$ cat src/wai_pkg.sv
`timescale 1ns / 1ps
// ----------------------------------------------------------------------------
// wai_pkg: shared types and constants for the windowed Amihud ratio unit
// Field widths, status codes and the controller-to-datapath command bundle.
// ----------------------------------------------------------------------------
package wai_pkg;

  localparam int PRICE_W    = 32;
  localparam int VOL_W      = 24;
  localparam int PROD_W     = PRICE_W + VOL_W;
  localparam int SUM_W      = 64;
  localparam int HALF_W     = SUM_W / 2;
  localparam int RESULT_W   = 64;
  localparam int FRAC_SHIFT = 56;
  localparam int TPW_W      = 10;

  localparam logic [TPW_W-1:0] TPW_RESET = 10'd390;

  typedef enum logic [1:0] {
    WS_OK        = 2'd0,
    WS_SINGLE    = 2'd1,
    WS_ZERO_DIV  = 2'd2,
    WS_SATURATED = 2'd3
  } win_status_t;

  typedef struct packed {
    logic load;
    logic mul_lo;
    logic mul_hi;
    logic form_den;
    logic div_step;
    logic finish;
  } ratio_cmd_t;

  typedef struct packed {
    logic no_divide;
  } ratio_flags_t;

endpackage

$ cat src/wai_accum.sv
`timescale 1ns / 1ps
// ----------------------------------------------------------------------------
// wai_accum: trade window accumulator
// Counts trades, keeps opening and closing prices and a saturating sum of
// price times volume, and snapshots a window when it closes.
// ----------------------------------------------------------------------------
module wai_accum import wai_pkg::*; #(
  parameter int CNT_W = 10
) (
  input  logic                clk,
  input  logic                rst,
  input  logic                valid,
  output logic                stall,
  input  logic [PRICE_W-1:0]  price,
  input  logic [VOL_W-1:0]    volume,
  input  logic                eos,
  input  logic [CNT_W-1:0]    limit,
  input  logic                job_busy,
  output logic                window_done,
  output logic [PRICE_W-1:0]  snap_open,
  output logic [PRICE_W-1:0]  snap_last,
  output logic [CNT_W-1:0]    snap_count,
  output logic [SUM_W-1:0]    sum,
  output logic                sum_ovf
);

  logic [CNT_W-1:0]   count;
  logic [CNT_W:0]     count_inc;
  logic [PRICE_W-1:0] opening;
  logic               close_in;
  logic               accept;
  logic [PROD_W-1:0]  prod;

  logic [PROD_W-1:0]  b_prod;
  logic               b_valid;
  logic               b_start;
  logic               b_close;

  logic [SUM_W-1:0]   base;
  logic [SUM_W:0]     sum_add;

  assign count_inc = (CNT_W+1)'(count) + (CNT_W+1)'(1);
  assign close_in  = (count_inc >= (CNT_W+1)'(limit)) || eos;

  // A closing request waits until the previous window has left the ratio path.
  assign stall  = close_in && (job_busy || (b_valid && b_close) || window_done);
  assign accept = valid && !stall;
  assign prod   = PROD_W'(price) * PROD_W'(volume);

  assign base    = b_start ? '0 : sum;
  assign sum_add = (SUM_W+1)'(base) + (SUM_W+1)'(b_prod);

  always_ff @(posedge clk) begin
    if (rst) begin
      count       <= '0;
      b_valid     <= 1'b0;
      b_close     <= 1'b0;
      window_done <= 1'b0;
    end else begin
      b_valid     <= accept;
      window_done <= b_valid && b_close;
      if (accept) begin
        b_close <= close_in;
        if (close_in) begin
          count <= '0;
        end else begin
          count <= count_inc[CNT_W-1:0];
        end
      end
    end
  end

  always_ff @(posedge clk) begin
    if (accept) begin
      b_prod  <= prod;
      b_start <= (count == '0);
      if (count == '0) begin
        opening <= price;
      end
      if (close_in) begin
        snap_open  <= (count == '0) ? price : opening;
        snap_last  <= price;
        snap_count <= count_inc[CNT_W-1:0];
      end
    end
    if (b_valid) begin
      if (sum_add[SUM_W] || (!b_start && sum_ovf)) begin
        sum     <= '1;
        sum_ovf <= 1'b1;
      end else begin
        sum     <= sum_add[SUM_W-1:0];
        sum_ovf <= 1'b0;
      end
    end
  end

endmodule

$ cat config.mk
export PLATFORM = sky130hd
export DESIGN_NAME = wai_accum
export DESIGN_NICKNAME = d
export VERILOG_FILES = /design/src/wai_pkg.sv /design/src/wai_accum.sv
export SDC_FILE = /design/constraint.sdc
export NUM_CORES = 2
export LEC_CHECK = 0
export BUFFER_PORTS_ARGS = -buffer_cell sky130_fd_sc_hd__buf_2
export CORE_ASPECT_RATIO = 0.7
export CORE_MARGIN = 5
export CORE_UTILIZATION = 40
export DETAILED_ROUTE_END_ITERATION = 8
export SETUP_SLACK_MARGIN = 0.1
export SYNTH_ARGS = -nofsm -noshare
export SYNTH_HDL_FRONTEND = slang
export SYNTH_SLANG_ARGS = --single-unit
$ cat constraint.sdc
create_clock -name clk -period 8.07 [get_ports clk]
set_input_delay 2.0175 -clock clk [delete_from_list [all_inputs] [get_ports clk]]
set_output_delay 2.0175 -clock clk [all_outputs]
set_load 0.02 [all_outputs]
**Yosys cells after proc, flatten, opt, wreduce, memory -nomap -nowiden**

Index checks and enable logic that the tools add are counted.

- Add/sub/neg operators: 2
- $lt $le $gt $ge: 1
- Reduce and logical (&&, ||, !) cells: 12
- Multiply operators: 1
- Mux-type cells: 4

Operator list:

| kind | count |
|---|---|
| $add 64x56->65 | 1 |
| $mux 64 | 1 |
| $mul 32x24->56 | 1 |
| $mux 32 | 1 |
| $add 10x1->11 const B | 1 |
| $ge 11x10->1 | 1 |
| $logic_not 10->1 | 1 |
| $mux 10 | 1 |
| $logic_and 1x1->1 | 4 |
| $logic_or 1x1->1 | 4 |
| $logic_not 1->1 | 2 |
| $reduce_and 2->1 | 1 |
| $mux 1 | 1 |

- Register bits: 241
- Input bits: 71
- Output and inout port bits: 141

**Depth between registers and ports, before layout**

- Word-level depth: 7
- Depth in mapped cells: 26

**Least setup slack after synthesis**

No wires, ideal clock.

- Kind: input to register
- Start point: input port price[10]
- End point: register b_prod[52], data pin
- Arrival: 8.272 ns
- Cell stages on the path: 25
- Required time: 7.912 ns
- Buffers on the path: 2
- Setup slack: -0.360 ns
- Setup time: 0.158 ns
- Path through: clkbuf_1 -> nand2_1 -> fa_1 -> fa_1 -> inv_1 -> fa_1 -> inv_1 -> fa_1 -> inv_1 -> fa_1 -> fa_1 -> inv_1 -> fa_1 -> inv_1 -> ha_1 -> buf_2 -> a211oi_1 -> o21ai_1 -> o2111a_1 -> o41ai_2 -> a21oi_1 -> a31oi_4 -> o22ai_1 -> a2111o_1 -> o211ai_1

- Longest elaborated chain between the ends: 1

Ends and longest elaborated chain:

| element | line | text |
|---|---|---|
| from (decl) | wai_accum.sv:14 | `input logic [PRICE_W-1:0] price,` |
| $mul 32x24->56 | wai_accum.sv:48 | `assign prod = PROD_W'(price) * PROD_W'(volume);` |
| net prod[52] | wai_accum.sv:32 | `logic [PROD_W-1:0] prod;` |
| to (signal assigned) | wai_accum.sv:75 | `b_prod <= prod;` |
| to (decl) | wai_accum.sv:34 | `logic [PROD_W-1:0] b_prod;` |

The timed path passes the listed nets, and every way through them passes these cells.
A chain may end at the register's enable or synchronous reset.

**Worst setup path in the final report**

- Start point: input port price[10]
- End point: register b_prod[55], data pin

The elaborated chain is that of the path after synthesis.

==> key figures <==
Outcome
  • Status: finished, violations left
  • Failing checks: negative setup slack

Worst setup path
  • Cell family with most CP delay: adder cells
  • Kind of end point of the critical path: register
  • Worst-path fanout max: 5
  • Critical path launch point type: primary input
  • WP data arrival: 8.43 ns
  • Slowest library cell on the worst path: fa_1
  • CP Class: primary input to register
  • Most frequent cell on the critical path: fa_1
  • Req. time, crit path: 8.41 ns
  • Worst path max stage delay: 0.55 ns
  • CP bufs+invs: 7

Synthesis
  • Area contributors post-synth: fa_1 35%, edfxtp_1 18%, ha_1 8.3%
  • Yosys cell types: 79
  • EDFF count, synth: 228
  • Mapped Area: 0.0376 mm^2
  • Ys flop type: edfxtp_1
  • Post-synth top area share: 0.351
  • Asr flop ratio synth: 0
  • Area leader, netlist: fa_1
  • Ys Warns: 0
  • Avg Synthesized Cell Area: 9.40 um^2
  • Post-synthesis register bit count: 241
  • Synth top cells by count: 764 x inv_1, 659 x fa_1, 613 x nand2_1
  • Cells after Synth: 3995
  • Sequential-to-total area share from yosys stat: 0.189
  • Synthesized Nets: 4975
  • Most numerous cell in the Yosys netlist: inv_1

Layout
  • Util after Layout: 0.479
  • Area growth, synth to finish: 19.1%
  • N_diodes: 0
  • Nets: 5399
  • Share of layout cells above drive strength 1: 0.188
  • Filler cells: 8873

Global route
  • Largest net degree at the start of global routing: 68
  • Vias in the first global route: 30100
  • All-Layer GR Usage: 0.214
  • First-pass GRT wire length: 169000 um
  • Grt total ovfl: 0
  • Initial antenna violation count: 0

Min path
  • Worst hold-check path type: register to register

Route
  • Routed WL: 105000 um
  • DRC viols: 0
  • Met2 WL post-DR: 47800 um
  • Met1 wire length: 48600 um
  • Metal3 WL: 6560 um
  • Initial DRC Count: 1847
  • Vias per inst: 5.00
  • Top layer in use: met4
  • Antenna-violating nets left: 0
  • Routed vias: 28500
  • Pre-antenna DRT Iters: 6
  • Wirelength per Cell: 18.5 um

Clocking
  • Clk Latency, worst-skew pair: 0.61 ns
  • CTS buffer count: 30
  • Hold-fix buffers at CTS: 0
  • H-tree levels: 1
  • Clock transition at path regs: 0.06 ns
  • Bufs on Longest Clock Path: 3
  • Clock sinks: 241
  • CTS tree: built
  • CTS Root Cell: clkbuf_16

Run
  • Max-cap violations: 0

STA
  • Rel. slew slack: 0.285
  • Final setup violation count: 1
  • Max Clk Rate: 124 MHz
  • Slew @ Worst Pin: 1.07 ns
  • Fin worst setup slack: -0.0203 ns
  • Max-slew violation count: 0
  • Hold Fails Final Rpt: 0
  • Clock skew: 0.0216 ns
  • RSZ-0062 raised after global routing: true
  • Tmin final: 8.09 ns
  • Period utilization: 1.00
  • TNS Setup: -0.0203 ns

Floorplanning
  • I/O Pins: 212
  • Rows: 94
  • Chip Width: 376 um
  • Starting Density: 0.402
  • Die height: 266 um
  • Die Area: 0.100 mm^2
  • Core box area: 0.0935 mm^2

Placement
  • Pre-CTS WS: -0.894 ns
  • GP Congestion: 0.877
  • Post-DP HPWL: 86800 um
  • I/O Buffers: 211
## worst min-delay path, stage by stage, from the launching register on
cell	delay, ns
dfxtp_1	0.32
nand2_1	0.06
nor2_1	0.03
## per-layer routing
| layer | vias up | global-route usage |
|---|---|---|
| met2 | 749 | 0.341 |
| met3 | 118 | 0.0377 |
| met1 | 14300 | 0.307 |
| met5 | - | 0 |
| li1 | 13300 | - |
| met4 | 0 | 0.0466 |
## sequential cells by signal, summed over array words and instances, names as in the netlist
name / cells
opening: 32
snap_last: 32
b_prod: 56
b_valid: 1
sum: 64
snap_open: 32
b_start: 1
count: 10
sum_ovf: 1
snap_count: 10
b_close: 1
window_done: 1
## logic make-up (layout without fill, tap and decap cells)
group                      count (synthesis)  in the layout  synth area share
AOI/OAI and AO/OA                        435            435            0.0768
and+or+nand+nor                         1340           1340             0.177
muxes                                      6              6           0.00160
buffers and inverters                    969           1417            0.0981
adders and majority gates                909            909             0.435
DFF                                      241            241             0.189
xor gates and xnor gates                  95             95            0.0222
## layout by cell type, fill, tap and decap left out, types with 17 or more instances in the layout
cell type | netlist | routed
ha_4 | 0 | 20
inv_2 | 0 | 21
and2_1 | 405 | 377
o211ai_1 | 20 | 20
xor2_1 | 42 | 42
a21o_1 | 71 | 71
nor2_1 | 63 | 55
nand2b_1 | 17 | 17
ha_1 | 250 | 229
o21ai_0 | 65 | 56
clkbuf_16 | 0 | 34
nand2_1 | 613 | 596
buf_6 | 4 | 49
a21oi_2 | 2 | 17
buf_2 | 7 | 166
edfxtp_1 | 228 | 228
a21oi_1 | 132 | 114
and2_4 | 0 | 28
xnor2_1 | 53 | 52
o21a_1 | 17 | 17
nor2b_1 | 74 | 74
nor3_1 | 27 | 24
fa_1 | 659 | 633
inv_1 | 764 | 743
nand3_1 | 44 | 42
o21bai_1 | 21 | 18
fa_2 | 0 | 26
buf_12 | 0 | 21
nand4_1 | 32 | 32
buf_4 | 1 | 346
## stage by stage
step	hold slack [ns]	instances	instance area [um^2]
finish	0.451	5691	44700
global route	0.485	5691	44700
CTS	0.457	5671	43800
detailed placement	0.444	5606	42400
global placement	0.441	5606	42400
floorplan	0.424	3995	38200
## cell type report
type / instances / area, um^2 / area share
Inverter: 765 / 2870 / 0.0642
Clock inverter: 17 / 166 / 0.00372
Tap cell: 1248 / 1560 / 0.0349
Timing Repair Buffer: 596 / 4610 / 0.103
Sequential cell: 241 / 7110 / 0.159
Multi-Input combinational cell: 2785 / 27600 / 0.616
Clock buffer: 39 / 837 / 0.0187
## timing repair
action,in CTS,in global routing
gates resized for setup,90,185
setup buffers,8,20
pin swaps,52,100
endpoints found under the setup margin,21,24
gates cloned,1,2
## path summary, 6_finish.rpt
check                  from  cells past startpoint  slack (ns)           to
hold reg to reg     b_close                      2        0.45  window_done
hold / removal      b_close                      2        0.45  window_done
setup / recovery  price[10]                     25       -0.02   b_prod[55]
setup reg to reg    b_start                     13        2.94       sum[9]
Power is left out: the tool's default activity adds up to more than one toggle a clock period on the data nets, which glitch-free logic cannot reach.
