$ cat src/wai_pkg.sv
`timescale 1ns / 1ps
// ----------------------------------------------------------------------------
// wai_pkg: shared types and constants for the windowed Amihud ratio unit
// Field widths, status codes and the controller-to-datapath command bundle.
// ----------------------------------------------------------------------------
package wai_pkg;

  localparam int PRICE_W    = 32;
  localparam int VOL_W      = 24;
  localparam int PROD_W     = PRICE_W + VOL_W;
  localparam int SUM_W      = 64;
  localparam int HALF_W     = SUM_W / 2;
  localparam int RESULT_W   = 64;
  localparam int FRAC_SHIFT = 56;
  localparam int TPW_W      = 10;

  localparam logic [TPW_W-1:0] TPW_RESET = 10'd390;

  typedef enum logic [1:0] {
    WS_OK        = 2'd0,
    WS_SINGLE    = 2'd1,
    WS_ZERO_DIV  = 2'd2,
    WS_SATURATED = 2'd3
  } win_status_t;

  typedef struct packed {
    logic load;
    logic mul_lo;
    logic mul_hi;
    logic form_den;
    logic div_step;
    logic finish;
  } ratio_cmd_t;

  typedef struct packed {
    logic no_divide;
  } ratio_flags_t;

endpackage

$ cat src/wai_ctrl.sv
`timescale 1ns / 1ps
// ----------------------------------------------------------------------------
// wai_ctrl: ratio controller
// Sequences load, multiply, divide and result hand-off for each closed window.
// ----------------------------------------------------------------------------
module wai_ctrl import wai_pkg::*; #(
  parameter int DIV_STEPS = 108
) (
  input  logic         clk,
  input  logic         rst,
  input  logic         window_done,
  input  ratio_flags_t flags,
  input  logic         result_stall,
  output ratio_cmd_t   cmd,
  output logic         busy,
  output logic         result_valid
);

  localparam int ITER_W = $clog2(DIV_STEPS);

  typedef enum logic [2:0] {
    S_IDLE,
    S_MUL_LO,
    S_MUL_HI,
    S_DEN,
    S_DIV,
    S_FIN,
    S_HOLD
  } state_t;

  state_t            state;
  logic [ITER_W-1:0] iter;

  always_ff @(posedge clk) begin
    if (rst) begin
      state <= S_IDLE;
      iter  <= '0;
    end else begin
      unique case (state)
        S_IDLE: begin
          if (window_done) state <= S_MUL_LO;
        end
        S_MUL_LO: begin
          // Single-trade and zero-divisor windows skip the divider.
          state <= flags.no_divide ? S_FIN : S_MUL_HI;
        end
        S_MUL_HI: begin
          state <= S_DEN;
        end
        S_DEN: begin
          state <= S_DIV;
          iter  <= ITER_W'(DIV_STEPS - 1);
        end
        S_DIV: begin
          if (iter == '0) begin
            state <= S_FIN;
          end else begin
            iter <= iter - ITER_W'(1);
          end
        end
        S_FIN: begin
          state <= S_HOLD;
        end
        S_HOLD: begin
          if (!result_stall) state <= S_IDLE;
        end
        default: state <= S_IDLE;
      endcase
    end
  end

  always_comb begin
    cmd          = '0;
    cmd.load     = (state == S_IDLE) && window_done;
    cmd.mul_lo   = (state == S_MUL_LO);
    cmd.mul_hi   = (state == S_MUL_HI);
    cmd.form_den = (state == S_DEN);
    cmd.div_step = (state == S_DIV);
    cmd.finish   = (state == S_FIN);
  end

  assign busy         = (state != S_IDLE);
  assign result_valid = (state == S_HOLD);

endmodule
$ cat config.mk
export PLATFORM = sky130hd
export DESIGN_NAME = wai_ctrl
export DESIGN_NICKNAME = d
export VERILOG_FILES = /design/src/wai_pkg.sv /design/src/wai_ctrl.sv
export SDC_FILE = /design/constraint.sdc
export NUM_CORES = 1
export LEC_CHECK = 0
export BUFFER_PORTS_ARGS = -buffer_cell sky130_fd_sc_hd__clkbuf_2
export CAP_MARGIN = 5
export CORE_AREA = 3 3 40 42
export CTS_CLUSTER_DIAMETER = 100
export DETAILED_ROUTE_END_ITERATION = 12
export DIE_AREA = 0 0 43 45
export GPL_TIMING_DRIVEN = 0
export HOLD_SLACK_MARGIN = 0.15
export PLACE_DENSITY = 0.71
export SYNTH_ARGS = -nofsm -noshare
export SYNTH_HDL_FRONTEND = slang
export SYNTH_SLANG_ARGS = --single-unit
$ cat constraint.sdc
create_clock -name clk -period 3.92 [get_ports clk]
set_clock_uncertainty 0.1 [all_clocks]
set_input_delay 0.392 -clock clk [delete_from_list [all_inputs] [get_ports clk]]
set_output_delay 0.392 -clock clk [all_outputs]
set_load 0.02 [all_outputs]
# == After elaboration in Yosys (flattened, before gate mapping) ==
# Index checks and enable logic that the tools add are counted.
# classes
n_addsub,1
n_mul,0
n_div,0
order_cmp,0
eq_ne,10
shift,0
mux,7
n_bitwise,0
reduce_logical,7
# ops
operator,count
$pmux 3 s7,1
$pmux 7 s2,1
$mux 3,4
$eq 3x3->1 const B,3
$logic_not 7->1,1
$mux 7,1
$sub 7x1->7 const B,1
$eq 3x2->1 const B,2
$ne 2x2->1 const B,3
$eq 3x1->1 const B,1
$logic_not 3->1,1
$reduce_and 3->1,1
$reduce_bool 3->1,1
$ne 2x1->1 const B,1
$reduce_and 2->1,1
$reduce_bool 2->1,1
$logic_and 1x1->1,1
# word_totals
register_bits,10
latchBits,0
ram_bits,0
romBits,0
in_bits,5
output_inout_bits,8
word_cells,27
memories,0

# == Logic depth before layout (Yosys ltp) ==
# Gate-level depths: netlist of run 1.
# depth
depth_word,3
ltp_mapped,6
ltp_nobuf,6

# == Worst setup path after synthesis of run 1 ==
# OpenSTA, ideal clock, no wires.
# synth_path
kind,register -> output
from,register state[1]
to,output port cmd[5] in the netlist's numbering
arrival_ps,1329
t_required_ps,3428
slack_ps,2099
stages_incl_launch_ff,4
n_path_buf,1
path_cell_list,dfxtp_1 clkbuf_1 or3_2 nor2_1
# synth_rtl
element,line,source
"start, declared",wai_ctrl.sv:31,state_t state;
"start signal, assigned",wai_ctrl.sv:45,state <= flags.no_divide ? S_FIN : S_MUL_HI;
"end, declared",wai_ctrl.sv:14,"output ratio_cmd_t cmd,"

==> results of run 1 <==
==> cell families after synthesis <==
family	Yosys count
XOR/XNOR	3
adder cells (fa/ha/maj)	1
AO/OA/AOI/OAI	17
AND/OR/NAND/NOR	28
buffers and inverters	9
flip-flops	10
==> report_power, final <==
| group | total [W] | internal (W) | switching, W |
|---|---|---|---|
| Combinational | 0.000101 | 0.0000415 | 0.0000594 |
| Sequential | 0.000122 | 0.000112 | 0.0000104 |
| Clock | 0.0000917 | 0.0000564 | 0.0000353 |
==> synthesized netlist by cell type <==
library cell  count
nor3b_4           1
nand2_1           2
buf_4             1
nor2_1            5
a21boi_4          1
nor2b_1           1
dfxtp_1          10
nor3b_1           1
o2111ai_1         1
o21ai_0           2
nand4_1           2
inv_1             6
clkbuf_1          1
nor3_1            9
buf_6             1
and3_1            2
o211ai_1          2
a21oi_1           5
nand2b_1          1
a311oi_1          1
nand3_1           1
a32oi_1           1
or3_1             1
a211oi_1          4
ha_1              1
or3b_2            1
xor2_1            3
or3_2             1
==> through the flow <==
step	setup slack, ns	power, W	util (%)
2_1_floorplan	2.10	0.000202	-
3_3_place_gp	2.19	0.000224	50.2
3_5_place_dp	2.18	0.000225	50.2
4_1_cts	1.88	0.000319	53.1
5_1_grt	1.77	0.000337	53.1
6_report	1.90	0.000315	53.1
==> path summary, 6_finish.rpt <==
check                           startpoint       to  slack [ns]
worst max register to register     iter[0]  iter[2]        2.16
worst min register to register     iter[0]  iter[0]        0.43
worst min-delay path                   rst  iter[1]        0.27
worst max-delay path              state[1]   cmd[5]        1.90
==> flip-flops by register name (all words and copies together), names as in the netlist <==
register / cells
state: 3
iter: 7
==> worst reg2reg max path, cell delays in order (launching register included) <==
cell      delay, ns
dfxtp_1        0.34
inv_1          0.07
ha_1           0.20
or3b_2         0.49
o211ai_1       0.22
xor2_1         0.18
nor3_1         0.06
==> routing by layer <==
layer	vias up	track usage, %	wire (um)
met2	5	18.3	455
met3	0	7.17	47
met5	-	0	0
li1	278	-	-
met4	0	1.81	0
met1	214	18.1	574
==> area by class of cell <==
type	count	area [sq um]
fillers	136	603
well taps	15	18.8
multi-input cells	49	327
inverters	6	22.5
flip-flops and latches	10	200
plain buffers	3	22.5
repair buffers	11	55.1
clock buffers	4	36.3
==> results.py, run 1 <==
metrics = {
    "cts": {
        "root_buffer": "clkbuf_4",
        "numCtsBuffers": 3,
        "path_clk_slew_ns": 0.06,
        "hold_buffers": 0,
        "post_cts_buffers": 0,
        "clock_sinks": 10,
        "clock_latency_ns": 0.27,
        "h-tree-depth": 1,
        "cts_tree": "built",
        "cts_buffer_depth": 2,
        "cts_resized": 0,
    },
    "place": {
        "dp.cells": 94,
        "io_buffers": 11,
        "gp_congestion": 0.710,
        "dp_hpwl_um": 804,
        "placedInstanceArea_sq_um": 646,
    },
    "logic_synthesis": {
        "synthDistinctLibCells": 28,
        "synth-seq-cells": 10,
        "synth-simple-area-share_pct": 28.4,
        "synth_area_leader_cell": "dfxtp_1",
        "seq_area_frac_synth_pct": 35.0,
        "synth_top_family_by_area": "simple AND/OR/NAND/NOR gates",
        "synth_warnings": 0,
        "yosys-top-cells-area": "dfxtp_1, nor3_1, a211oi_1",
        "syn_inst": 68,
        "syn_area_per_cell_sq_um": 8.41,
        "netlist_area_sq_um": 572,
        "synthAdderAreaFrac_pct": 2.19,
        "synth_top_area_share_pct": 35.0,
        "synthMuxAreaShare_pct": 0,
        "synth_xor_area_share_pct": 4.60,
        "synth_compound_area_share_pct": 21.9,
        "syn-num-nets": 74,
    },
    "sta": {
        "slew_viol_final": 0,
        "whs_ns": 0.272,
        "setup_viol": 0,
        "timing.slew.headroom_pct": 60.7,
        "fin_crit_sh_pct": 51.6,
        "hold_viol_final": 0,
        "timing.fmax_ghz": 0.494,
        "fin_setup_tns_ns": 0,
        "finalCriticalPeriod_ns": 2.02,
        "rsz0062_at_grt": "no",
        "tightestPinTransition_ns": 0.584,
    },
    "job": {
        "drv_cap": 0,
    },
    "outcome": {
        "status": "complete, no violations",
    },
    "global_routing": {
        "grt_max_degree": 11,
        "grt.total_usage_pct": 13.1,
        "grt_pass1_wl_um": 1880,
        "grt_pass1_vias": 430,
        "antenna_found_initial": 0,
        "overflow": 0,
    },
    "power": {
        "max-vdd-ir-drop_mv": 0.289,
        "power.leakage_nw": 0.278,
        "cellPowerDensity_mw_per_mm2": 461,
    },
    "drt": {
        "routed_wl_um": 1080,
        "wl_per_cell_um": 11.0,
        "viasPerCell": 5.07,
        "drcViolationCount": 0,
        "vias": 497,
        "drt_iter0_drc": 7,
        "ant_nets": 0,
        "first_pass_iters": 2,
    },
    "final_layout": {
        "area_growth_pct": 19.3,
        "layout.nets": 90,
        "final_layout_size_suffix_gt1_share_pct": 25.3,
        "finalNonFillerCells": 98,
        "n_antenna_cell": 0,
        "design_area_sq_um": 682,
        "mostFrequentLayoutCell": "clkbuf_2",
        "final_cell_mix": "clkbuf_2, dfxtp_1, nor3_1, inv_1",
    },
    "die": {
        "start_util_pct": 44.5,
        "die_y_um": 45,
        "num_rows": 13,
        "die_area_sq_mm": 0.00194,
        "io_pins": 13,
        "coreArea_sq_mm": 0.00128,
        "die_width_um": 43,
    },
    "worst_setup_path": {
        "path_class": "flop to primary output",
        "crit_chain": "clkbuf_1 > or3_2 > nor2_1 > clkbuf_2",
        "start_kind": "flop",
        "crit_cells": 4,
        "crit_slowest_cell": "or3_2",
        "arrival_ns": 1.53,
        "cpPeakStageDelay_ns": 0.45,
        "cp-end-kind": "primary output",
        "crit_fanout": 10,
        "reg2reg_depth": 6,
        "crit_required_ns": 3.43,
        "cp_num_buf_inv": 2,
        "critPathTopFamily": "simple AND/OR/NAND/NOR gates",
    },
    "worst_hold_path": {
        "min_path_cells": 2,
        "hp-class": "primary input to flop",
    },
}
No activity file was read; power rests on OpenSTA's default activity.
==> run 2, diff against run 1 <==
--- a/config.mk
+++ b/config.mk
@@ -5,15 +5,16 @@
 export SDC_FILE = /design/constraint.sdc
 export NUM_CORES = 1
 export LEC_CHECK = 0
+export ABC_AREA = 1
 export BUFFER_PORTS_ARGS = -buffer_cell sky130_fd_sc_hd__clkbuf_2
 export CAP_MARGIN = 5
-export CORE_AREA = 3 3 40 42
+export CORE_MARGIN = 3
+export CORE_UTILIZATION = 52
 export CTS_CLUSTER_DIAMETER = 100
 export DETAILED_ROUTE_END_ITERATION = 12
-export DIE_AREA = 0 0 43 45
 export GPL_TIMING_DRIVEN = 0
 export HOLD_SLACK_MARGIN = 0.15
-export PLACE_DENSITY = 0.71
+export PLACE_DENSITY = 0.81
 export SYNTH_ARGS = -nofsm -noshare
 export SYNTH_HDL_FRONTEND = slang
 export SYNTH_SLANG_ARGS = --single-unit
==> constraint.sdc (replaced) <==
create_clock -name clk -period 2.1 [get_ports clk]
set_clock_uncertainty 0.1 [all_clocks]
set_input_delay 0.21 -clock clk [delete_from_list [all_inputs] [get_ports clk]]
set_output_delay 0.21 -clock clk [all_outputs]
set_load 0.02 [all_outputs]
==> run 2 against run 1 <==
Via count is 26% higher. Synthesized area increased by 21%. Critical path type is now flop to flop. Routed wire length is 22% higher. Setup slack got worse by 1.4 ns. Cell count is 29% higher. Power is 99% higher. Largest power group is now combinational cells. Non-clock buffer count fell by 2. Sequential power up 93%. First-iteration DRC count rose by 86%. Highest routed layer is now met4. Clock power up 41%.
==> results.py, run 2 <==
metrics = {
    "logic_synthesis": {
        "synthDistinctLibCells": 24,
        "seq_area_frac_synth_pct": 29.0,
        "syn_inst": 98,
        "synth-seq-cells": 10,
        "async_flop_share_pct": 0,
        "netlist_area_sq_um": 691,
        "synth_warnings": 0,
        "synth_top_area_share_pct": 29.0,
        "synth_most_common_cell": "nand2_1",
        "yosys-top-cells-area": "dfxtp_1, nand2_1, nand3_1",
        "synth_edf_count": 0,
        "ys_top_cells_by_count": "nand2_1, inv_1, nor2_1",
        "syn_area_per_cell_sq_um": 7.05,
        "syn-num-nets": 104,
        "synth_area_leader_cell": "dfxtp_1",
        "ys.flop_type": "dfxtp_1",
    },
    "sta": {
        "finalCriticalPeriod_ns": 1.64,
        "fin_setup_tns_ns": 0,
        "setup_viol": 0,
        "rsz0062_at_grt": "no",
        "timing.slew.headroom_pct": 64.7,
        "slew_viol_final": 0,
        "setup_ws_ns": 0.460,
        "tightestPinTransition_ns": 0.529,
        "timing.fmax_ghz": 0.610,
        "hold_viol_final": 0,
        "fin_crit_sh_pct": 78.1,
    },
    "drt": {
        "viasPerCell": 4.96,
        "first_pass_iters": 4,
        "vias": 625,
        "ant_nets": 0,
        "drt_iter0_drc": 13,
        "routed_wl_um": 1320,
        "drcViolationCount": 0,
        "wl_per_cell_um": 10.5,
    },
    "final_layout": {
        "final_layout_size_suffix_gt1_share_pct": 32.1,
        "final_cell_mix": "nand2_1, inv_1, nor2_1, nand3_1, clkbuf_2",
        "reg.largest.list": "iter x7, state x3",
        "top_register": "iter",
        "layout.nets": 120,
        "n_antenna_cell": 0,
        "largest_reg_flops": 7,
        "mostFrequentLayoutCell": "nand2_1",
        "area_growth_pct": 13.8,
    },
    "cts": {
        "post_cts_buffers": 0,
        "clock_sinks": 10,
        "h-tree-depth": 1,
        "cts_tree": "built",
        "hold_buffers": 0,
        "cts_buffer_depth": 2,
        "path_clk_slew_ns": 0.06,
        "root_buffer": "clkbuf_4",
        "clock_latency_ns": 0.26,
        "cts_resized": 0,
        "numCtsBuffers": 3,
    },
    "power": {
        "max-vdd-ir-drop_mv": 0.380,
        "cellPowerDensity_mw_per_mm2": 795,
        "power.leakage_nw": 0.403,
    },
    "outcome": {
        "status": "complete, no violations",
    },
    "global_routing": {
        "grt_pass1_vias": 586,
        "overflow": 0,
        "grt_pass1_wl_um": 2340,
        "antenna_found_initial": 0,
        "grt_max_degree": 10,
        "grt.total_usage_pct": 17.1,
    },
    "worst_setup_path": {
        "start_kind": "flop",
        "path_class": "flop to flop",
        "crit_chain": "inv_1 > ha_1 > inv_2 > nor2_1 > nand3_2 > nand2_4 > nand3_2 > o21ai_1 > inv_1",
        "crit_required_ns": 2.16,
        "r2r_slack_ns": 0.46,
        "arrival_ns": 1.70,
        "cpPeakStageDelay_ns": 0.31,
        "crit_slowest_cell": "dfxtp_1",
        "cp-end-kind": "flop",
        "crit_fanout": 9,
    },
    "die": {
        "start_util_pct": 59.0,
        "die_y_um": 42.4,
        "die_width_um": 42.4,
        "io_pins": 13,
        "coreArea_sq_mm": 0.00117,
        "die_area_sq_mm": 0.00180,
        "num_rows": 12,
    },
    "job": {
        "drv_cap": 0,
    },
    "worst_hold_path": {
        "hp-class": "primary input to flop",
    },
    "place": {
        "dp_hpwl_um": 1030,
        "io_buffers": 11,
        "post-place-ws_ns": 0.469,
        "gp_congestion": 0.797,
    },
}
-- run 2: cell count changes after synthesis, sizes merged, moves of 2 or more --
cell and delta:
xor2 -2, a211oi -4, or3 -2, nor2 +12, nor3 -8, nand2 +18, inv +11, and3 -2
nor3b -2, o211ai -2, nand3 +15
-- run 2: layout make-up --
class                           instances  area, sq um
Tap cell                               14         17.5
Timing Repair Buffer                   11         55.1
Inverter                               18         67.6
Sequential cell                        10          200
Fill cell                             107          385
Multi-Input combinational cell         69          419
Clock buffer                            3         22.5
Buffer                                  1         3.75
-- run 2: path summary, 6_finish.rpt --
path | start | end | cells past startpoint
hold reg to reg | iter[0] | iter[0] | 2
hold / removal | result_stall | state[0] | 4
setup reg to reg | iter[0] | state[2] | 9
setup / recovery | iter[0] | state[2] | 9
-- run 2: power by group --
part           switching [W]  internal [W]  total [W]
Combinational       0.000169     0.0000903   0.000259
Sequential         0.0000259      0.000210   0.000236
Clock              0.0000628     0.0000661   0.000129
-- run 2: logic make-up after synthesis --
group | share of synthesized area [%]
AND/OR/NAND/NOR | 46.4
buffers and inverters | 10.3
AO/OA/AOI/OAI | 11.2
flip-flops | 29.0
XOR/XNOR | 1.27
adder cells (fa/ha/maj) | 1.81
-- run 2: worst max-delay path: cells and delay by family (launching register included) --
kind | cells | cell delay [ns]
AOI/OAI and AO/OA | 1 | 0.14
buffers and inverters | 3 | 0.24
DFF | 1 | 0.31
adders and majority gates | 1 | 0.30
and+or+nand+nor | 4 | 0.47
-- run 2: per-stage QoR --
| step | instances | hold WS, ns | power, W | utilization, % | instance area, sq um |
|---|---|---|---|---|---|
| after floorplan | 98 | 0.332 | 0.000447 | - | 691 |
| after global placement | 123 | 0.363 | 0.000494 | 65.2 | 763 |
| after detailed placement | 123 | 0.372 | 0.000501 | 65.2 | 763 |
| after CTS | 126 | 0.167 | 0.000634 | 67.1 | 786 |
| after global routing | 126 | 0.196 | 0.000677 | 67.1 | 786 |
| final | 126 | 0.180 | 0.000625 | 67.1 | 786 |
-- run 2: layer usage --
metal / global-route usage (%) / wire length (um)
met1: 19.1 / 620
met2: 28.3 / 629
met3: 2.58 / 46
met4: 13.7 / 22
met5: 0 / 0
